**src/psra_pkg.sv**
```systemverilog
package psra_pkg;

    // Number of table entries; must be a power of two from 2 to 65536.
    localparam int TABLE_ENTRIES = 1024;
    localparam int IDX_W = $clog2(TABLE_ENTRIES);

    localparam logic [7:0]  PROTO_ICMP = 8'd1;
    localparam logic [7:0]  PROTO_TCP  = 8'd6;
    localparam logic [15:0] COUNT_MAX  = 16'hFFFF;
    localparam logic [31:0] HASH_MULT  = 32'd2654435761;
    // The index is taken from bits starting at this position of the product.
    localparam int HASH_SHIFT = 16;

    localparam logic [15:0] THRESHOLD_RESET = 16'd50;
    localparam logic [15:0] WINDOW_RESET    = 16'd10;

    typedef enum logic {
        CFG_ALARM_THRESHOLD = 1'b0,
        CFG_WINDOW_SECONDS  = 1'b1
    } t_cfg_index;

    typedef struct packed {
        logic [7:0]  ip_protocol;
        logic [31:0] source_address;
        logic [31:0] now_seconds;
    } t_in_item;

    typedef struct packed {
        logic        alert;
        logic [31:0] alert_source;
        logic [15:0] packets_seen;
        logic        tracked;
    } t_out_item;

    typedef struct packed {
        logic             tracked;
        logic [31:0]      source_address;
        logic [31:0]      now_seconds;
        logic [IDX_W-1:0] index;
    } t_job;

    typedef struct packed {
        logic        valid;
        logic [31:0] source;
        logic [31:0] window_start;
        logic [15:0] count;
    } t_entry;

endpackage

```
**src/psra_front.sv**
```systemverilog
module psra_front
    import psra_pkg::*;
(
    input  logic     i_clk,
    input  logic     i_rst_n,
    input  logic     push,
    output logic     full,
    input  t_in_item i_in,
    input  logic     i_clearing,
    input  logic     i_q_full,
    output logic     o_q_push,
    output t_job     o_q_data
);

    logic        r_valid;
    logic        n_valid;
    t_in_item    r_item;
    logic [31:0] w_prod;
    logic        w_accept;

    // The stage drains into the queue whenever the queue has room.
    assign o_q_push = r_valid && !i_q_full;
    assign full     = i_clearing || (r_valid && i_q_full);
    assign w_accept = push && !full;

    always_comb begin
        n_valid = r_valid;
        if (o_q_push) begin
            n_valid = 1'b0;
        end
        if (w_accept) begin
            n_valid = 1'b1;
        end
    end

    always_ff @(posedge i_clk) begin
        if (!i_rst_n) begin
            r_valid <= 1'b0;
        end else begin
            r_valid <= n_valid;
        end
        if (w_accept) begin
            r_item <= i_in;
        end
    end

    assign w_prod = r_item.source_address * HASH_MULT;

    always_comb begin
        o_q_data.tracked        = (r_item.ip_protocol == PROTO_ICMP) ||
                                  (r_item.ip_protocol == PROTO_TCP);
        o_q_data.source_address = r_item.source_address;
        o_q_data.now_seconds    = r_item.now_seconds;
        o_q_data.index          = w_prod[HASH_SHIFT +: IDX_W];
    end

endmodule

```
**config.mk**
```make
export PLATFORM = sky130hd
export DESIGN_NAME = psra_front
export DESIGN_NICKNAME = d
export VERILOG_FILES = /design/src/psra_pkg.sv /design/src/psra_front.sv
export SDC_FILE = /design/constraint.sdc
export NUM_CORES = 1
export LEC_CHECK = 0
export BUFFER_PORTS_ARGS = -buffer_cell sky130_fd_sc_hd__buf_2
export CORE_ASPECT_RATIO = 0.9
export CORE_UTILIZATION = 53
export CTS_BUF_LIST = sky130_fd_sc_hd__clkbuf_4 sky130_fd_sc_hd__clkbuf_8
export DETAILED_ROUTE_END_ITERATION = 16
export HOLD_SLACK_MARGIN = 0.03
export PLACE_DENSITY_LB_ADDON = 0.05
export SKIP_CTS_REPAIR_TIMING = 1
export SLEW_MARGIN = 20
export SYNTH_ARGS = -nofsm -noshare
export SYNTH_HDL_FRONTEND = slang
export SYNTH_SLANG_ARGS = --single-unit
```
**constraint.sdc**
```tcl
create_clock -name i_clk -period 6.79 [get_ports i_clk]
set_input_delay 1.358 -clock i_clk [delete_from_list [all_inputs] [get_ports i_clk]]
set_output_delay 1.358 -clock i_clk [all_outputs]
set_load 0.02 [all_outputs]
```
# Yosys cells after proc, flatten, opt, wreduce, memory -nomap -nowiden
# Cells that the tools add are included.
# word_totals
register_bits	73
output_inout_bits	77
elab_cells	17
# classes
n_mul	1
eq_ne	2
n_mux	2
n_reduce_logical	8
# op_table
operator	count
32-bit by 32-bit multiplier with 26-bit output (second input constant)	1
8-bit by 1-bit == test with 1-bit output (second input constant)	1
8-bit by 3-bit == test with 1-bit output (second input constant)	1
1-bit logical AND	3
1-bit zero test	2
1-bit logical OR	2
1-bit two-way mux	2
2-bit nonzero test	1

# Logic depth before layout (Yosys ltp)
# Gate-level depths: netlist of the first run.
# logic_depth
depth_word	5
ltp_mapped	21
ltp_nobuf	21

# Worst setup path after synthesis of the first run
# OpenSTA, ideal clock, no wires.
# synth_path
path_kind	register to output
startpoint	register r_item, in the netlist o_q_data[51]
endpoint	output o_q_data[9] (netlist bit)
t_arrival_ns	5.431
t_required_ns	5.432
path_slack_ns	0.001
stages_incl_launch_ff	19
path_buffers	0
path_cell_list	edfxtp_1 > inv_1 > fa_1 > fa_1 > inv_1 > fa_1 > inv_1 > fa_1 > inv_1 > fa_1 > fa_1 > inv_1 > fa_1 > inv_1 > ha_1 > a21o_1 > a21o_1 > a221oi_2 > xnor2_1
# synth_lines
element	line_no	text
from (decl)	psra_front.sv:17	t_in_item r_item;
from (signal assigned)	psra_front.sv:43	r_item <= i_in;
to (decl)	psra_front.sv:12	output t_job o_q_data

==> results.json, run 1 <==
{
  "synth_edf_count": 72,
  "synth_top_area_cell": "fa_1",
  "diodes": 0,
  "clkLatencyLatePin_ps": 350,
  "ios": 154,
  "vias": 5263,
  "worst-setup-path-type": "reg2out",
  "worst_setup_path_start_kind": "flip-flop",
  "reg2reg_from": "r_valid",
  "drc": 0,
  "mappedNetlistNets": 1040,
  "final_layout_size_suffix_gt1_frac": 0.383,
  "hold_path.class": "reg2reg",
  "period_share": 1.05,
  "timing.rr.end": "o_q_data[11]",
  "cp.required_ps": 5430,
  "fin_hold_ws_ps": 566,
  "outcome": "finished with violations",
  "min_period_ps": 7160,
  "postRouteAntennaNets": 0,
  "floorplan.die_area_um2": 16100,
  "met1_usage": 0.286,
  "top_usage_layer": "met2",
  "synthTopCellsByArea": "fa_1 29%, edfxtp_1 26%, ha_1 20%, inv_1 11%, buf_4 5.8%",
  "rsz0062_at_grt": "yes",
  "worst-slew-pin-transition_ps": 912,
  "synthToLayoutAreaGrowth_pct": 25.1,
  "fin_setup_tns_ps": -2260,
  "grtUsageTotal": 0.222,
  "setup_viol": 9,
  "synthDominantCellAreaShare": 0.293,
  "wl_per_cell_um": 15.6,
  "min-delay-start": "r_valid",
  "finalNetCount": 1238,
  "rows": 42,
  "routed_wl_um": 17400,
  "cts_buffer_depth": 2,
  "cap_violations": 0,
  "layout.cells.non_filler": 1114,
  "gp_congestion": 0.908,
  "grt_pass1_vias": 5630,
  "core_area_um2": 15000,
  "die_height_um": 120,
  "crit_slowest_cell": "fa_1",
  "drt_iter0_drc": 160,
  "cts-buffers-inserted": 9,
  "met2_usage": 0.390,
  "fin_ws_ps": -372,
  "regToRegSetupSlack_ps": 5110,
  "antenna_found_initial": 0,
  "syn_area_um2": 8260,
  "crit_path_end_kind": "output pin",
  "crit_path_start": "o_q_data[49]",
  "crit_chain": "buf_6 > ha_4 > inv_2 > fa_1 > inv_2 > ha_4 > ha_2 > inv_1 > fa_1 > inv_1 > fa_1 > inv_1 > fa_1 > inv_1 > ha_4 > a211oi_4 > a21oi_2 > a211oi_2 > o211ai_1 > a221o_1 > nor2_2 > xnor2_1 > buf_4",
  "cts_max_level": 3,
  "syn_area_per_cell_um2": 11.6,
  "synth.most_common_cell": "inv_1",
  "start_util": 0.551,
  "hold_viol_final": 0,
  "synth_cell_type_count": 32,
  "synth_top_flop_cell": "edfxtp_1",
  "dp.cells": 1070,
  "clock-root-buffer": "clkbuf_8",
  "cp_max_fo": 4,
  "fin_worst_skew_ps": 4.51,
  "met3_usage": 0.0415,
  "grt_max_degree": 74,
  "hpwl_um": 14800,
  "seq_area_frac_synth": 0.264,
  "synth_seq_cells": 73,
  "slew_viol_final": 0,
  "holdPathStages": 2,
  "arrival_ps": 5800,
  "fmax_ghz": 0.140,
  "grt_pass1_wl_um": 27000,
  "cts.sinks": 73,
  "slowest_delay_ps": 530,
  "ff2ff_path_depth": 2,
  "die_x_um": 134,
  "slew_headroom": 0.392,
  "synth_common_cells": "233 x inv_1, 129 x ha_1, 121 x fa_1, 72 x edfxtp_1, 64 x buf_4",
  "syn_inst": 713,
  "grt_overflow": 0,
  "cts_tree": "built",
  "synthArstFlopShare": 0,
  "vias_per_cell": 4.72,
  "violations": "negative setup slack",
  "first_pass_iters": 5,
  "yosys_warnings": 0,
  "portBuffers": 153,
  "min_to": "r_valid",
  "path_clk_slew_ps": 70
}
==> worst max-delay path, delay by kind of cell, from the launching register on <==
family,cells,cell delay (ps)
flops,1,460
fa+ha+maj,8,2860
simple gates,1,140
compound gates,5,1250
xor+xnor,1,120
buf+inv,8,630
==> flip-flops by register name (all words and copies together), names as in the netlist <==
| register | flops |
|---|---|
| r_item | 8 |
| r_valid | 1 |
| o_q_data | 64 |
==> cell families after synthesis <==
| family | Yosys count | synth area share |
|---|---|---|
| AO/OA/AOI/OAI | 26 | 0.0279 |
| XOR/XNOR | 36 | 0.0382 |
| adder cells (fa/ha/maj) | 250 | 0.489 |
| buffers and inverters | 297 | 0.164 |
| flip-flops | 73 | 0.264 |
| AND/OR/NAND/NOR | 31 | 0.0170 |
==> area by class of cell <==
cell class,count,area [µm²]
multi-input cells,343,5210
well taps,198,248
repair buffers,251,1590
fillers,1127,4650
clock inverters,7,93.8
flip-flops and latches,73,2180
inverters,233,885
clock buffers,9,124
==> layer usage <==
layer | wire length, µm | share of wire | vias to the layer above
met5 | 0 | 0 | -
met4 | 267 | 0.015 | 0
met3 | 797 | 0.046 | 19
met2 | 9010 | 0.52 | 127
met1 | 7330 | 0.42 | 2611
li1 | - | - | 2506
==> worst max-delay path by stage <==
stage | endpoint | slack [ps] | depth (start not counted)
6_report | o_q_data[7] | -370 | 23
2_1_floorplan | o_q_data[9] | 0.6 | 18
5_1_grt | o_q_data[7] | -640 | 23
4_1_cts | o_q_data[7] | -800 | 21
3_3_place_gp | o_q_data[7] | -260 | 21
3_5_place_dp | o_q_data[7] | -400 | 21
==> through the flow <==
stage	instance area [µm²]	setup WS [ps]	utilization
final	10300	-372	0.690
after detailed placement	9320	-403	0.622
after floorplan	8260	0.611	-
after global placement	9320	-263	0.622
after CTS	9540	-799	0.637
after global routing	10300	-636	0.690
==> placed cells by master, fill, tap and decap left out, types with 2 or more instances in the layout <==
cell,synthesis,layout
inv_1,233,212
buf_2,0,145
fa_1,121,113
ha_1,129,98
buf_4,64,91
edfxtp_1,72,72
xnor2_1,32,31
ha_4,0,25
inv_2,0,19
buf_6,0,14
nor2_1,12,10
clkbuf_8,0,9
fa_2,0,8
ha_2,0,6
a21oi_1,6,4
nand2_2,0,4
nand3_1,4,4
a211oi_2,1,4
nand2_1,7,3
a21o_1,3,3
xor2_1,4,3
nand4_1,2,2
a2111oi_4,1,2
o21ai_2,1,2
nor2_2,0,2
nor3_1,2,2
nor2b_1,2,2
bufinv_16,0,2
Power of run 1 is left out: the tool's default activity adds up to more than one toggle a clock period on the data nets, which glitch-free logic cannot reach.
==> run 2, diff against run 1 <==
Settings changed: ABC_CLOCK_PERIOD_IN_PS set to 6790, BUFFER_PORTS_ARGS -buffer_cell sky130_fd_sc_hd__buf_2 to -buffer_cell sky130_fd_sc_hd__clkbuf_2, MAX_ROUTING_LAYER set to met4.
==> results.json, run 2 (synthesized netlist as in run 1, its figures left out) <==
{
  "outcome": "finished with violations",
  "violations": "negative setup slack",
  "dp.cells": 1074,
  "cts_buffer_depth": 2,
  "hpwl_um": 15400,
  "min_period_ps": 7220,
  "cp_max_fo": 4,
  "drc": 0,
  "grt_pass1_wl_um": 27700,
  "hold_path.class": "reg2reg",
  "worst-setup-path-type": "reg2out",
  "fin_ws_ps": -431,
  "first_pass_iters": 5,
  "dpl-instance-area_um2": 9350,
  "finalNetCount": 1240,
  "final_layout_size_suffix_gt1_frac": 0.385,
  "synthToLayoutAreaGrowth_pct": 24.6,
  "cts-buffers-inserted": 9,
  "fin_hold_ws_ps": 547,
  "floorplan.die_area_um2": 16100,
  "path_clk_slew_ps": 80,
  "vias": 5261,
  "grtUsageTotal": 0.235,
  "setup_viol": 8,
  "period_share": 1.06,
  "start_util": 0.551,
  "crit_slowest_cell": "fa_1",
  "hold_viol_final": 0,
  "drt_iter0_drc": 145,
  "slew_viol_final": 0,
  "holdPathStages": 2,
  "path_depth": 21,
  "postRouteAntennaNets": 0,
  "fin_worst_skew_ps": 5.74,
  "layout_commonest_cell": "inv_1",
  "cp_common_cell": "fa_1",
  "die_height_um": 120,
  "crit_path_end_kind": "output pin",
  "fin_setup_tns_ps": -2310,
  "core_area_um2": 15000,
  "cts_tree": "built",
  "crit_buf_inv": 6,
  "fmax_ghz": 0.138,
  "layout.cells.non_filler": 1116,
  "crit_chain": "buf_6 > ha_4 > fa_1 > fa_1 > ha_4 > inv_2 > fa_1 > inv_2 > fa_1 > inv_2 > fa_1 > inv_1 > ha_1 > o21ai_2 > a211oi_2 > a211oi_2 > o211ai_1 > a221o_1 > nor2_1 > xnor2_1 > buf_4",
  "vias_per_cell": 4.71,
  "rows": 42,
  "layout_common_cells": "207 x inv_1, 143 x clkbuf_2, 115 x fa_1",
  "cap_violations": 0,
  "largest_reg_flops": 64,
  "grt_max_degree": 74,
  "postLayoutCellArea_um2": 10300,
  "antenna_found_initial": 0,
  "clock-root-buffer": "clkbuf_8",
  "routed_wl_um": 17800,
  "cp_top_family": "adder cells",
  "arrival_ps": 5860,
  "slowest_delay_ps": 560,
  "cts.sinks": 73,
  "gp_congestion": 0.917,
  "wl_per_cell_um": 16.0,
  "diodes": 0,
  "ios": 154,
  "die_x_um": 134,
  "slew_headroom": 0.383,
  "grt_overflow": 0,
  "portBuffers": 153,
  "rsz0062_at_grt": "yes",
  "grt_pass1_vias": 5700,
  "cts_max_level": 3,
  "worst_setup_path_start_kind": "flip-flop",
  "ff2ff_path_depth": 2,
  "worst-slew-pin-transition_ps": 925,
  "cp.required_ps": 5430,
  "clkLatencyLatePin_ps": 340
}
==> run 2: cell types whose count changed in the layout (fill, tap and decap cells not counted), moves of 2 or more <==
cell	delta
buf_2	-145
buf_4	-4
buf_6	+9
clkbuf_2	+143
fa_1	+2
fa_2	-2
ha_1	+4
ha_4	-3
inv_1	-5
inv_2	+4
nor2_4	+2
==> run 2: path summary, 6_finish.rpt <==
check               startpoint            to  slack (ps)
setup / recovery  o_q_data[49]   o_q_data[7]        -430
hold / removal         r_valid       r_valid         550
hold reg to reg        r_valid       r_valid         550
setup reg to reg       r_valid  o_q_data[46]        5090
==> run 2: worst reg2reg max path, cell delays in order (launching register included) <==
cell and delay, ps:
dfxtp_1 330, a21oi_1 180, and2_4 770
==> run 2: stage by stage <==
step | worst slack (ps) | util
3_3_place_gp | -252 | 0.624
5_1_grt | -657 | 0.687
6_report | -431 | 0.687
4_1_cts | -737 | 0.637
2_1_floorplan | 0.611 | -
3_5_place_dp | -349 | 0.624
==> run 2: metal layers <==
metal | track usage | wire length [µm] | vias to the layer above | share of wire
li1 | - | - | 2514 | -
met1 | 0.301 | 7670 | 2611 | 0.43
met2 | 0.399 | 9380 | 121 | 0.53
met3 | 0.0294 | 568 | 15 | 0.032
met4 | 0.0611 | 199 | 0 | 0.011
met5 | - | 0 | - | 0
==> run 2: final cells by class <==
type                    count  area [µm²]
clock buffers               9         124
clock inverters             7        68.8
fillers                  1182        4690
inverters                 233         885
multi-input cells         343        5150
flip-flops and latches     73        2180
well taps                 198         248
repair buffers            253        1630
Power of run 2 is left out for the same reason.
==> run 3, diff against run 2 <==
Settings changed: ABC_AREA set to 1, CORE_UTILIZATION 53 to 54.
==> results.json, run 3 <==
{
  "outcome": "finished with violations",
  "violations": "negative setup slack",
  "synthDominantCellAreaShare": 0.279,
  "synthTopCellsByArea": "fa_1 28%, edfxtp_1 25%, ha_1 19%, inv_1 12%, buf_4 5.5%",
  "layout_commonest_cell": "inv_1",
  "fin_worst_skew_ps": 20.9,
  "floorplan.die_area_um2": 16600,
  "synth_top_area_cell": "fa_1",
  "path_clk_slew_ps": 90,
  "cts.sinks": 73,
  "cts_tree": "built",
  "layout.cells.non_filler": 1266,
  "dp_slack_ps": -230,
  "synth_cell_type_count": 28,
  "fin_ws_ps": -454,
  "routed_wl_um": 19700,
  "synthArstFlopShare": 0,
  "synth_common_cells": "271 x inv_1, 129 x ha_1, 121 x fa_1, 105 x nand2_1, 72 x edfxtp_1",
  "portBuffers": 153,
  "arrival_ps": 5890,
  "layout_common_cells": "242 x inv_1, 143 x clkbuf_2, 113 x fa_1",
  "grt_overflow": 0,
  "top_layer_used": "met4",
  "die_x_um": 136,
  "fillCellCount": 1198,
  "rows": 43,
  "slowest_delay_ps": 550,
  "vias_per_cell": 4.77,
  "rsz0062_at_grt": "yes",
  "worst_setup_path_start_kind": "flip-flop",
  "synth.most_common_cell": "inv_1",
  "cp_max_fo": 4,
  "start_util": 0.558,
  "mappedNetlistNets": 1186,
  "synth_top_flop_cell": "edfxtp_1",
  "cp_common_cell": "fa_1",
  "syn_area_per_cell_um2": 10.1,
  "grtUsageTotal": 0.251,
  "crit_chain": "buf_4 > buf_4 > fa_1 > inv_1 > fa_1 > fa_1 > inv_1 > fa_1 > inv_1 > fa_1 > fa_1 > fa_1 > inv_1 > ha_4 > a21oi_4 > nand2_2 > a21oi_2 > nand2_2 > inv_2 > nand3_2 > nand2_2 > buf_6",
  "fin_util": 0.693,
  "met1_length_um": 8450,
  "antenna_found_initial": 0,
  "ios": 154,
  "cts_max_level": 3,
  "core_area_um2": 15500,
  "final_layout_size_suffix_gt1_frac": 0.352,
  "slew_headroom": 0.372,
  "die_height_um": 122,
  "syn_area_um2": 8670,
  "grt_pass1_vias": 6507,
  "vias": 6035,
  "grt_max_degree": 73,
  "hold_viol_final": 0,
  "syn_inst": 859,
  "yosys_warnings": 0,
  "drc": 0,
  "diodes": 0,
  "cts_buffer_depth": 2,
  "clkLatencyLatePin_ps": 370,
  "hpwl_um": 16500,
  "largest_reg_flops": 64,
  "worst-slew-pin-transition_ps": 943,
  "cts-buffers-inserted": 9,
  "clock-root-buffer": "clkbuf_8",
  "min_period_ps": 7240,
  "synth_edf_count": 72,
  "setup_viol": 10,
  "seq_area_frac_synth": 0.252,
  "crit_slowest_cell": "fa_1",
  "dr_wl_met2_um": 10200,
  "hold_path.class": "reg2reg",
  "worst-setup-path-type": "reg2out",
  "wl_per_cell_um": 15.5,
  "gp_congestion": 0.922,
  "slew_viol_final": 0,
  "synth_seq_cells": 73,
  "grt_pass1_wl_um": 30400,
  "finalNetCount": 1386,
  "crit_path_end_kind": "output pin",
  "cap_violations": 0,
  "synthToLayoutAreaGrowth_pct": 24.3,
  "cp.required_ps": 5430,
  "first_pass_iters": 5,
  "fmax_ghz": 0.138,
  "drt_iter0_drc": 160,
  "postRouteAntennaNets": 0,
  "period_share": 1.07,
  "wl_met3_um": 693,
  "dp.cells": 1226
}
-- run 3: cell types whose count changed after synthesis, sizes merged, moves of 2 or more --
cell / before / now
a2111oi: 2 / 0
a211oi: 5 / 0
a21oi: 6 / 18
inv: 233 / 272
nand2: 7 / 105
nand3: 4 / 15
nor2: 12 / 19
nor2b: 2 / 0
o21ai: 3 / 9
o21bai: 0 / 3
or2: 0 / 2
xnor2: 32 / 6
xor2: 4 / 10
-- run 3: worst paths after layout --
kind,end,cells past startpoint,startpoint,slack (ps)
worst max-delay path,o_q_data[9],22,o_q_data[54],-450
worst min register to register,r_valid,4,r_valid,690
worst max register to register,o_q_data[45],4,r_valid,5010
worst min-delay path,r_valid,4,r_valid,690
-- run 3: per-layer routing --
| metal | vias to the layer above | GRT usage |
|---|---|---|
| met5 | - | - |
| met4 | 0 | 0.0583 |
| met3 | 27 | 0.0314 |
| met2 | 127 | 0.431 |
| met1 | 2957 | 0.318 |
| li1 | 2924 | - |
-- run 3: final cells by class --
cell class                      instances  area, µm²  area share
Tap cell                              202        253      0.0235
Timing Repair Buffer                  253       1610       0.149
Multi-Input combinational cell        450       5490       0.509
Clock inverter                          6       90.1     0.00836
Clock buffer                           10        131      0.0122
Sequential cell                        73       2180       0.203
Inverter                              272       1030      0.0952
-- run 3: cell families (layout without fill, tap and decap cells) --
logic type	count (synthesis)	count (layout)	synth area share
flip-flops	73	73	0.252
adder cells (fa/ha/maj)	250	250	0.466
AO/OA/AOI/OAI	36	36	0.0241
XOR/XNOR	16	16	0.0162
buffers and inverters	336	541	0.173
AND/OR/NAND/NOR	148	148	0.0694
-- run 3: worst max-delay path: cells and delay by family (launching register included) --
kind / cells / cell delay (ps)
AOI/OAI and AO/OA: 2 / 290
adders and majority gates: 8 / 3740
buffers and inverters: 8 / 730
DFF: 1 / 460
and+or+nand+nor: 4 / 320
-- run 3: through the flow --
step | cell area (µm²) | TNS [ps] | hold WS, ps
CTS | 10000 | -4970 | 602
global placement | 9810 | -290 | 532
global route | 10800 | -4930 | 708
detailed placement | 9810 | -1060 | 575
floorplan | 8700 | -73.2 | 523
finish | 10800 | -2710 | 685
Power of run 3 is left out for the same reason.
