==> config.mk <==
export PLATFORM = sky130hd
export DESIGN_NAME = psra_job_queue
export DESIGN_NICKNAME = d
export VERILOG_FILES = /design/src/psra_pkg.sv /design/src/psra_job_queue.sv
export SDC_FILE = /design/constraint.sdc
export NUM_CORES = 1
export LEC_CHECK = 0
export ABC_CLOCK_PERIOD_IN_PS = 3300
export BUFFER_PORTS_ARGS = -buffer_cell sky130_fd_sc_hd__buf_2
export CORE_ASPECT_RATIO = 1.75
export CORE_UTILIZATION = 45
export DETAILED_ROUTE_END_ITERATION = 16
export PLACE_DENSITY_LB_ADDON = 0.1
export SYNTH_ARGS = -nofsm -noshare
export SYNTH_HDL_FRONTEND = slang
export SYNTH_SLANG_ARGS = --single-unit
export TNS_END_PERCENT = 50
==> constraint.sdc <==
create_clock -name i_clk -period 3.3 [get_ports i_clk]
set_input_delay 0.66 -clock i_clk [delete_from_list [all_inputs] [get_ports i_clk]]
set_output_delay 0.66 -clock i_clk [all_outputs]
set_load 0.01 [all_outputs]
==> src/psra_pkg.sv <==
package psra_pkg;

    // Number of table entries; must be a power of two from 2 to 65536.
    localparam int TABLE_ENTRIES = 1024;
    localparam int IDX_W = $clog2(TABLE_ENTRIES);

    localparam logic [7:0]  PROTO_ICMP = 8'd1;
    localparam logic [7:0]  PROTO_TCP  = 8'd6;
    localparam logic [15:0] COUNT_MAX  = 16'hFFFF;
    localparam logic [31:0] HASH_MULT  = 32'd2654435761;
    // The index is taken from bits starting at this position of the product.
    localparam int HASH_SHIFT = 16;

    localparam logic [15:0] THRESHOLD_RESET = 16'd50;
    localparam logic [15:0] WINDOW_RESET    = 16'd10;

    typedef enum logic {
        CFG_ALARM_THRESHOLD = 1'b0,
        CFG_WINDOW_SECONDS  = 1'b1
    } t_cfg_index;

    typedef struct packed {
        logic [7:0]  ip_protocol;
        logic [31:0] source_address;
        logic [31:0] now_seconds;
    } t_in_item;

    typedef struct packed {
        logic        alert;
        logic [31:0] alert_source;
        logic [15:0] packets_seen;
        logic        tracked;
    } t_out_item;

    typedef struct packed {
        logic             tracked;
        logic [31:0]      source_address;
        logic [31:0]      now_seconds;
        logic [IDX_W-1:0] index;
    } t_job;

    typedef struct packed {
        logic        valid;
        logic [31:0] source;
        logic [31:0] window_start;
        logic [15:0] count;
    } t_entry;

endpackage

==> src/psra_job_queue.sv <==
module psra_job_queue
    import psra_pkg::*;
(
    input  logic i_clk,
    input  logic i_rst_n,
    input  logic i_push,
    input  t_job i_data,
    output logic o_full,
    output logic o_empty,
    input  logic i_pop,
    output t_job o_data
);

    localparam int DEPTH = 4;
    localparam int PTR_W = $clog2(DEPTH);

    t_job             r_store [DEPTH];
    logic [PTR_W-1:0] r_wr_ptr;
    logic [PTR_W-1:0] r_rd_ptr;
    logic [PTR_W:0]   r_count;
    logic             w_push;
    logic             w_pop;

    assign o_full  = (r_count == (PTR_W + 1)'(DEPTH));
    assign o_empty = (r_count == '0);
    assign w_push  = i_push && !o_full;
    assign w_pop   = i_pop && !o_empty;
    assign o_data  = r_store[r_rd_ptr];

    always_ff @(posedge i_clk) begin
        if (!i_rst_n) begin
            r_wr_ptr <= '0;
            r_rd_ptr <= '0;
            r_count  <= '0;
        end else begin
            if (w_push) begin
                r_wr_ptr <= r_wr_ptr + 1'b1;
            end
            if (w_pop) begin
                r_rd_ptr <= r_rd_ptr + 1'b1;
            end
            if (w_push && !w_pop) begin
                r_count <= r_count + 1'b1;
            end else if (w_pop && !w_push) begin
                r_count <= r_count - 1'b1;
            end
        end
        if (w_push) begin
            r_store[r_wr_ptr] <= i_data;
        end
    end

endmodule

# Word level (Yosys, flattened, before mapping)
# Memory sizes are Yosys's and may differ from the RTL's. A register that Yosys moved wholly into a read port is not among the register bits.
# Index checks and enable logic that the tools add are counted.
[op_classes]
n_addsub = 4
eq_ne = 1
muxes = 6
reduce_logical = 10
[op_table]
columns = ["operator", "count"]
rows = [
  ["$mux 3", 2],
  ["$add 2x1->2 const B", 2],
  ["$logic_and 1x1->1", 4],
  ["$logic_not 1->1", 4],
  ["$mux 2", 2],
  ["$add 3x1->3 const B", 1],
  ["$eq 3x3->1 const B", 1],
  ["$logic_not 3->1", 1],
  ["$sub 3x1->3 const B", 1],
  ["$mux 1", 2],
  ["$reduce_bool 2->1", 1],
]
[totals]
regBits = 7
ramBits = 300
inputBits = 79
output_inout_bits = 77
wordCells = 25
n_memories = 1
[memory_table]
columns = ["name", "words", "word_bits", "rd", "rd_ports_with_merged_regs", "write_ports", "line", "rtl"]
rows = [
  ["r_store", 4, 75, 1, 1, 1, "psra_job_queue.sv:17", "t_job r_store [DEPTH];"],
]

# Logic depth before layout (Yosys ltp)
# Gate-level depths: netlist (run 1).
[depth]
depth_word = 7
ltp_mapped = 9

# Worst setup path before layout (run 1)
# OpenSTA, ideal clock, no wires.
[synth_path]
path_type = "input to register"
startpoint = "input i_push"
endpoint = "memory r_store[0][0] (netlist name), enable pin"
setup_time_ns = 0.442
t_arrival_ns = 2.702
required_ns = 2.858
slack_ns = 0.156
cell_stages = 3
path_cell_list = "nor2b_1 -> buf_2 -> and2_1"
[synth_between]
elab_chain_len = 3
[synth_rtl]
columns = ["item", "line", "rtl"]
rows = [
  ["start: declaration", "psra_job_queue.sv:6", "input logic i_push,"],
  ["$logic_and 1x1->1", "psra_job_queue.sv:26", "assign w_push = i_push && !o_full;"],
  ["via w_push", "psra_job_queue.sv:21", "logic w_push;"],
  ["$mux 1", "psra_job_queue.sv:48", "if (w_push) begin"],
  ["$mux 1 (implied by the code)", "psra_job_queue.sv:49", "r_store[r_wr_ptr] <= i_data;"],
  ["end: declaration", "psra_job_queue.sv:17", ""],
]
# The timed path passes the listed nets, and every way through them passes these cells.

==> impl_metrics.ini, run 1 <==
[sta]
worst_pin_slew_ns = 0.607
rsz0062_at_grt = no
hold_viol_final = 0
setup_viol = 0
slew_headroom_pct = 59.4
final.min_clock_period_ns = 2.78
fin_crit_sh_pct = 84.3
finClkSkew_ns = 0.0134
drv_slew = 0
fin_ws_ns = 0.520
whs_ns = 0.329
fin_setup_tns_ns = 0
max_freq_mhz = 360

[floorplanning]
die_w_um = 122
initial_utilization_pct = 45.9
die-area_um2 = 25800
row_count = 76
core_um2 = 24600
pin_count = 156
dieHeight_um = 212

[route]
wl_met3_um = 1360
drt-initial-drc-count = 270
ant_nets = 0
wire_per_inst_um = 22.2
m1WireLength_um = 7680
met2_length_um = 11700
via_per_inst = 5.33
vias = 5072
drc = 0
first_pass_iters = 4
highest_layer = met5
drt_wl_total_um = 21100

[placement]
dpl_cell_area_um2 = 12500
port_buffers = 155
hpwl_um = 12700
gp_congestion = 0.690
dpl.cell_count = 900
post-place-ws_ns = 0.553

[clock_tree]
numCtsBuffers = 27
cts_tree = built
path_clk_slew_ns = 0.07
cts.sinks = 309
cts_resized = 0
root_buffer = clkbuf_16
cts.path.max_buffers = 3
insertion_delay_ns = 0.54
h-tree-depth = 1
postCtsSetupBuffers = 0
ctsHoldBuffers = 0

[synth]
synth_fp_nets = 524
synth.top_cells.by_area = edfxtp_1, mux4_2, dfxtp_1
synthDistinctLibCells = 23
synth-seq-area-share_pct = 81.3
synth_top_area_share_pct = 79.7
netlist_area_um2 = 11300
synth.avg_cell_area_um2 = 25.7
ys_ff_latch = 309
synth_area_leader_cell = edfxtp_1
synth_cells = 439
yosysWarnings = 0

[critical_path]
worstSetupPathType = reg2out
reg2reg_to = r_count[2]
slowest_delay_ns = 0.65
crit_required_ns = 2.64
cp_cell_sequence = buf_4, mux4_2, buf_2
crit_fanout = 29
rr_worst_depth = 8
reg2reg_slack_ns = 0.76
timing.rr.start = r_count[0]
crit_path_start_kind = flip-flop
worstPathArrival_ns = 2.12
worst_path_max_delay_cell = dfxtp_4
cp-end-kind = output pin

[global_route]
antenna_found_initial = 3
grt_pass1_vias = 5522
grt_usage_pct = 16.8
grt_overflow_total = 0
grt_pass1_wl_um = 31700
grt_max_degree = 44

[hold_path]
hold_path_startpoint = i_data[13]
hp-class = in2reg
hold_depth = 1
hold_end = r_store[1][13]

[flow_run]
maxCapViolCount = 0

[power]
p_leak_nw = 4.49
p_per_area_nw_per_um2 = 780
irDropWorstVdd_mv = 0.655

[finish]
final_cells = 951
ff_latch_area_um2 = 9200
fill_cells = 1925
syn_to_final_growth_pct = 18.8
drive_above_1_share_pct = 45.5
nets = 702
final_area_um2 = 13400
multi_input_area_um2 = 1980

[outcome]
status = complete, no violations
-- metal layers --
layer | up-vias | GRT usage [%]
met1 | 2676 | 19.4
met2 | 136 | 30.2
met3 | 26 | 4.23
li1 | 2230 | -
met5 | - | 0
met4 | 4 | 5.24
-- worst max-delay path: cells and delay by family, from the launching register on --
| family | cells | cell delay, ns |
|---|---|---|
| flops | 1 | 0.65 |
| buf+inv | 2 | 0.53 |
| mux | 1 | 0.37 |
-- synthesized netlist by cell type (all sizes together) --
cell type,n
inv,3
or3,1
edfxtp,300
mux4,75
a21boi,1
xnor2,3
clkbuf,3
nor2b,2
xor2,1
buf,15
nor3,1
nand2,4
nor3b,1
mux2i,3
fa,1
o311ai,1
dfxtp,9
ha,5
o21ai,1
o31ai,1
and2,8
-- through the flow --
stage	total power, W	util, %
finish	0.0105	54.5
global route	0.0109	54.5
CTS	0.0106	54.5
detailed placement	0.00748	50.9
global placement	0.00741	50.9
floorplan	0.00657	-
-- sequential cells by signal (all words and copies together), names as in the netlist, named ones only --
signal,flops
r_wr_ptr,2
r_count,3
r_rd_ptr,2
r_store,300
-- report_power, final --
| group | switching, W | internal [W] | leakage (nW) |
|---|---|---|---|
| logic | 0.00122 | 0.00118 | 1.23 |
| clock network | 0.00134 | 0.00182 | 0.436 |
| registers | 0.000146 | 0.00476 | 2.82 |
| total | 0.00271 | 0.00776 | 4.49 |
-- cells by family (layout without fill, tap and decap cells) --
family / Yosys count / count (layout) / synth area share [%]
xor+xnor: 4 / 4 / 0.310
buf+inv: 21 / 220 / 1.24
simple gates: 17 / 17 / 0.897
flops: 309 / 309 / 81.3
fa+ha+maj: 6 / 6 / 0.731
mux: 78 / 78 / 15.2
other cells: 0 / 1 / 0
compound gates: 4 / 4 / 0.299
-- layout by cell type, fill, tap and decap left out, types with 2 or more instances in the layout --
master,Yosys,final
edfxtp_1,300,300
buf_2,7,155
mux4_2,75,75
clkbuf_16,0,27
buf_12,0,7
dfxtp_1,9,7
clkinv_2,0,6
ha_1,5,5
clkbuf_1,3,5
clkinv_1,0,5
buf_4,2,5
and2_4,0,4
and2_1,8,4
nand2_1,4,4
bufinv_16,0,4
inv_1,3,3
xnor2_1,3,3
mux2i_1,3,3
nor2b_1,2,2
dfxtp_4,0,2
inv_6,0,2
-- how the worst max path moves through the flow --
stage	start	end
floorplan	i_push	r_store[0][0]
global placement	i_push	r_count[2]
detailed placement	i_push	r_count[2]
CTS	flip-flop	o_data[62]
global route	flip-flop	o_data[62]
finish	flip-flop	o_data[62]
-- final cells by class --
| cell class | instances | area share (%) |
|---|---|---|
| diodes | 1 | 0.0186 |
| clock buffers | 32 | 5.17 |
| well taps | 312 | 2.91 |
| repair buffers | 167 | 7.10 |
| multi-input cells | 109 | 14.8 |
| inverters | 3 | 0.0839 |
| flip-flops and latches | 309 | 68.5 |
| clock inverters | 18 | 1.44 |
Note: power is estimated with default switching activity, not from simulation.
==> inputs of run 2 (changes only) <==
--- a/config.mk
+++ b/config.mk
@@ -5,7 +5,8 @@
 export SDC_FILE = /design/constraint.sdc
 export NUM_CORES = 1
 export LEC_CHECK = 0
-export ABC_CLOCK_PERIOD_IN_PS = 3300
+export ABC_AREA = 1
+export ABC_CLOCK_PERIOD_IN_PS = 2900
 export BUFFER_PORTS_ARGS = -buffer_cell sky130_fd_sc_hd__buf_2
 export CORE_ASPECT_RATIO = 1.75
 export CORE_UTILIZATION = 45
==> constraint.sdc (replaced) <==
create_clock -name i_clk -period 2.9 [get_ports i_clk]
set_input_delay 0.58 -clock i_clk [delete_from_list [all_inputs] [get_ports i_clk]]
set_output_delay 0.58 -clock i_clk [all_outputs]
set_load 0.01 [all_outputs]
==> impl_metrics.ini, run 2 <==
[outcome]
status = complete, no violations

[floorplanning]
pin_count = 156
initial_utilization_pct = 45.9
die_w_um = 127
dieHeight_um = 220
core_um2 = 26600
die-area_um2 = 27800
row_count = 79

[sta]
hold_viol_final = 0
worst_pin_slew_ns = 0.581
final.min_clock_period_ns = 2.66
setup_viol = 0
drv_slew = 0
whs_ns = 0.245
max_freq_mhz = 376
slew_headroom_pct = 61.3
rsz0062_at_grt = no
fin_crit_sh_pct = 91.7
finClkSkew_ns = 0.00615

[route]
drc = 0
drt_wl_total_um = 25200
drt-initial-drc-count = 310
ant_nets = 0
first_pass_iters = 6
vias = 6961
via_per_inst = 5.38
wire_per_inst_um = 19.5

[critical_path]
crit_fanout = 67
crit_path_start_kind = flip-flop
worstSetupPathType = reg2out
crit_required_ns = 2.32
cp-end-kind = output pin
rr_worst_depth = 13
worstPathArrival_ns = 2.08

[power]
irDropWorstVdd_mv = 0.665
p_total_w = 0.0123
combPwrFrac_pct = 26.6
clockPowerShare_pct = 28.2
seqPwrFrac_pct = 45.2
p_per_area_nw_per_um2 = 864
p_int_w = 0.00855
swShare_pct = 30.4
switchingPower_w = 0.00374
p_leak_nw = 4.90

[synth]
synth.avg_cell_area_um2 = 15.4
netlist_area_um2 = 12200
synth_top_area_share_pct = 73.8
synth_ff_type = edfxtp_1
synth.top_cells.by_area = edfxtp_1, o21ai_0, o22ai_2
yosysWarnings = 0
ys_ff_latch = 309
yosysMostFrequentCell = edfxtp_1
synth-edff-count = 300
synthDistinctLibCells = 25
synth-seq-area-share_pct = 75.2
synth_area_leader_cell = edfxtp_1
synth_cells = 795
synth_common_cells = edfxtp_1, o21ai_0, nor2_1
synth_fp_nets = 880
async_flop_share_pct = 0

[finish]
layout_commonest_cell = edfxtp_1
layout_common_cells = edfxtp_1, buf_2, o21ai_0, nor2_1, nor2_4
final_util_pct = 53.5
reg_top3 = r_store: 300 flops, r_count: 3 flops
largest_register_ffs = 300
drive_above_1_share_pct = 32.0
syn_to_final_growth_pct = 16.5
largest_register = r_store
nets = 1035

[global_route]
antenna_found_initial = 5
grt_pass1_wl_um = 37900
grt_max_degree = 77
grt_overflow_total = 0
grt_usage_pct = 18.3
grt_pass1_vias = 7029

[hold_path]
hold_depth = 1
hp-class = in2reg

[clock_tree]
postCtsSetupBuffers = 0
cts.sinks = 309
cts_resized = 0
cts.path.max_buffers = 3
path_clk_slew_ns = 0.06
root_buffer = clkbuf_16
insertion_delay_ns = 0.54
ctsHoldBuffers = 0
h-tree-depth = 1
numCtsBuffers = 28
cts_tree = built

[placement]
port_buffers = 155
hpwl_um = 14300
gp_congestion = 0.769

[flow_run]
maxCapViolCount = 0
run 2: cell count changes in the layout (fill, tap and decap cells not counted), moves of 20 or more:
cell     change
o22ai_2     +40
nor2_1     +115
nor2_4      +44
o22ai_1     +35
mux4_2      -75
o21ai_1     +20
o21ai_0    +125
run 2: metrics by stage:
step	cell area [um2]	instances	setup slack (ns)	setup TNS, ns
floorplan	12200	795	-0.231	-69.21
global route	14200	1294	0.112	0
global placement	13400	1244	0.742	0
finish	14200	1295	0.240	0
detailed placement	13400	1244	0.732	0
CTS	14200	1291	0.182	0
run 2: area by class of cell:
| cell class | instances | area, um2 |
|---|---|---|
| multi-input combinational | 420 | 2640 |
| inverter | 18 | 75.1 |
| clock buffer | 34 | 744 |
| fill | 2221 | 12400 |
| sequential | 309 | 9190 |
| clock inverter | 13 | 109 |
| antenna | 4 | 10.0 |
| timing repair buffer | 173 | 1050 |
| tap | 324 | 405 |
run 2: power groups by stage:
| stage | clock (W) | combinational (W) | sequential (W) |
|---|---|---|---|
| 2_1_floorplan | 0 | 0.00217 | 0.00564 |
| 3_3_place_gp | 0 | 0.00332 | 0.00564 |
| 3_5_place_dp | 0 | 0.00336 | 0.00565 |
| 4_1_cts | 0.00356 | 0.00337 | 0.00556 |
| 5_1_grt | 0.00372 | 0.00361 | 0.00559 |
| 6_report | 0.00346 | 0.00327 | 0.00555 |
run 2: metal layers:
layer,vias up,GRT usage [%],share of wire (%)
li1,3284,-,-
met1,3453,19.0,36
met2,183,35.2,55
met3,39,3.76,5.8
met4,2,7.43,2.6
met5,-,0,0.040
run 2: path summary, 6_finish.rpt:
| kind | start | to | slack (ns) |
|---|---|---|---|
| worst min register to register | r_rd_ptr[1] | flip-flop | 0.52 |
| worst max-delay path | flip-flop | o_data[60] | 0.24 |
| worst max register to register | r_count[0] | r_count[2] | 0.80 |
| worst min-delay path | i_data[43] | r_store[0][43] | 0.25 |
run 2: cell families (layout without fill, tap and decap cells):
group / after synthesis / count (layout) / share of synthesized area (%)
simple gates: 184 / 184 / 8.29
compound gates: 229 / 229 / 12.4
fa+ha+maj: 6 / 6 / 0.676
xor+xnor: 1 / 1 / 0.0717
other cells: 0 / 4 / 0
buf+inv: 66 / 238 / 3.36
flops: 309 / 309 / 75.2
run 2: worst max-delay path, cell delays in order, from the launching register on:
cell and delay (ns):
dfxtp_4 0.37, inv_8 0.42, buf_12 0.26, o21ai_0 0.11
o22ai_1 0.19, buf_2 0.17
==> inputs of run 3 (changes only) <==
--- a/config.mk
+++ b/config.mk
@@ -5,11 +5,11 @@
 export SDC_FILE = /design/constraint.sdc
 export NUM_CORES = 1
 export LEC_CHECK = 0
-export ABC_AREA = 1
-export ABC_CLOCK_PERIOD_IN_PS = 2900
+export ABC_CLOCK_PERIOD_IN_PS = 3000
 export BUFFER_PORTS_ARGS = -buffer_cell sky130_fd_sc_hd__buf_2
 export CORE_ASPECT_RATIO = 1.75
 export CORE_UTILIZATION = 45
+export CTS_BUF_LIST = sky130_fd_sc_hd__clkbuf_8
 export DETAILED_ROUTE_END_ITERATION = 16
 export PLACE_DENSITY_LB_ADDON = 0.1
 export SYNTH_ARGS = -nofsm -noshare
==> constraint.sdc (replaced) <==
create_clock -name i_clk -period 3 [get_ports i_clk]
set_input_delay 0.6 -clock i_clk [delete_from_list [all_inputs] [get_ports i_clk]]
set_output_delay 0.6 -clock i_clk [all_outputs]
set_load 0.01 [all_outputs]
==> impl_metrics.ini, run 3 (synthesis gave the netlist of run 1 again) <==
[global_route]
antenna_found_initial = 5
grt_pass1_vias = 5752
grt_overflow_total = 0
grt_pass1_wl_um = 31300
grt_max_degree = 36
grt_usage_pct = 16.7

[route]
vias = 5185
wire_per_inst_um = 21.2
drt-initial-drc-count = 237
via_per_inst = 5.31
drt_wl_total_um = 20700
ant_nets = 0
drc = 0
first_pass_iters = 4

[clock_tree]
ctsHoldBuffers = 0
path_clk_slew_ns = 0.06
root_buffer = clkbuf_8
h-tree-depth = 2
numCtsBuffers = 43
cts_resized = 0
cts.path.max_buffers = 3
cts_tree = built
cts.sinks = 309
insertion_delay_ns = 0.56
postCtsSetupBuffers = 0

[finish]
syn_to_final_growth_pct = 18.5
final_cells = 976
reg_top3 = r_store: 300 flops, r_count: 3 flops
largest_register = r_store
layout_commonest_cell = edfxtp_1
layout_common_cells = edfxtp_1, buf_2, mux4_2, clkbuf_8
nets = 720
largest_register_ffs = 300
drive_above_1_share_pct = 46.2

[sta]
max_freq_mhz = 363
fin_crit_sh_pct = 91.8
worst_pin_slew_ns = 0.479
rsz0062_at_grt = no
hold_viol_final = 0
drv_slew = 0
fin_setup_tns_ns = 0
final.min_clock_period_ns = 2.75
slew_headroom_pct = 67.6
setup_viol = 0
fin_ws_ns = 0.247
finClkSkew_ns = 0.0133

[floorplanning]
core_um2 = 24600
pin_count = 156
row_count = 76
die_w_um = 122
die-area_um2 = 25800
dieHeight_um = 212
initial_utilization_pct = 45.9

[placement]
post-place-ws_ns = 0.674
hpwl_um = 12600
dpl.cell_count = 902
port_buffers = 155
gp_congestion = 0.685

[critical_path]
crit_required_ns = 2.40
reg2reg_slack_ns = 0.74
crit_path_start_kind = flip-flop
timing.rr.start = r_count[0]
reg2reg_to = r_count[2]
worstPathArrival_ns = 2.15
worstSetupEndpoint = o_data[52]
crit_fanout = 23
cp-end-kind = output pin
rr_worst_depth = 9
worstSetupPathType = reg2out

[flow_run]
maxCapViolCount = 0

[power]
p_int_w = 0.00811
p_per_area_nw_per_um2 = 827
irDropWorstVdd_mv = 0.440
swShare_pct = 26.8
p_leak_nw = 4.51
seqPwrFrac_pct = 49.2
switchingPower_w = 0.00296
clockPowerShare_pct = 27.1
combPwrFrac_pct = 23.7

[hold_path]
hold_path_startpoint = i_data[74]
hp-class = in2reg

[outcome]
status = complete, no violations
-- run 3: worst min-delay path by stage --
stage | to | slack, ns | cells past startpoint
2_1_floorplan | r_wr_ptr[1] | 0.47 | 2
3_3_place_gp | r_wr_ptr[1] | 0.48 | 2
3_5_place_dp | r_wr_ptr[0] | 0.51 | 2
4_1_cts | r_store[0][48] | 0.21 | 1
5_1_grt | r_store[1][52] | 0.22 | 1
6_report | r_store[1][74] | 0.25 | 1
-- run 3: critical path, cell delays in order (launching register included) --
cell	delay, ns
dfxtp_4	0.59
buf_12	0.27
mux4_2	0.56
buf_2	0.16
-- run 3: metal layers --
| layer | GRT usage, % | up-vias | wire (um) |
|---|---|---|---|
| met5 | 0 | - | 37 |
| met4 | 6.85 | 6 | 581 |
| met3 | 4.55 | 43 | 1160 |
| met2 | 30.5 | 146 | 11500 |
| met1 | 17.7 | 2715 | 7390 |
| li1 | - | 2275 | - |
-- run 3: final cells by class --
class,instances,area (um2)
Clock inverter,28,174
Antenna cell,2,5.00
Sequential cell,309,9200
Multi-Input combinational cell,109,1980
Timing Repair Buffer,169,1030
Inverter,3,11.3
Clock buffer,44,606
Tap cell,312,390
Fill cell,1923,11200
-- run 3: stage by stage --
stage,hold WS (ns),power (W),utilization [%],cell area (um2)
CTS,0.209,0.0113,54.4,13400
floorplan,0.468,0.00721,-,11300
finish,0.253,0.0111,54.4,13400
global placement,0.476,0.00820,51.2,12600
global route,0.222,0.0116,54.4,13400
detailed placement,0.512,0.00826,51.2,12600
-- run 3: power groups by stage --
stage | Clock [W] | Combinational [W] | Sequential [W]
final | 0.00300 | 0.00263 | 0.00545
after global routing | 0.00325 | 0.00285 | 0.00550
after CTS | 0.00312 | 0.00272 | 0.00546
after detailed placement | 0 | 0.00271 | 0.00555
after global placement | 0 | 0.00268 | 0.00552
after floorplan | 0 | 0.00178 | 0.00543
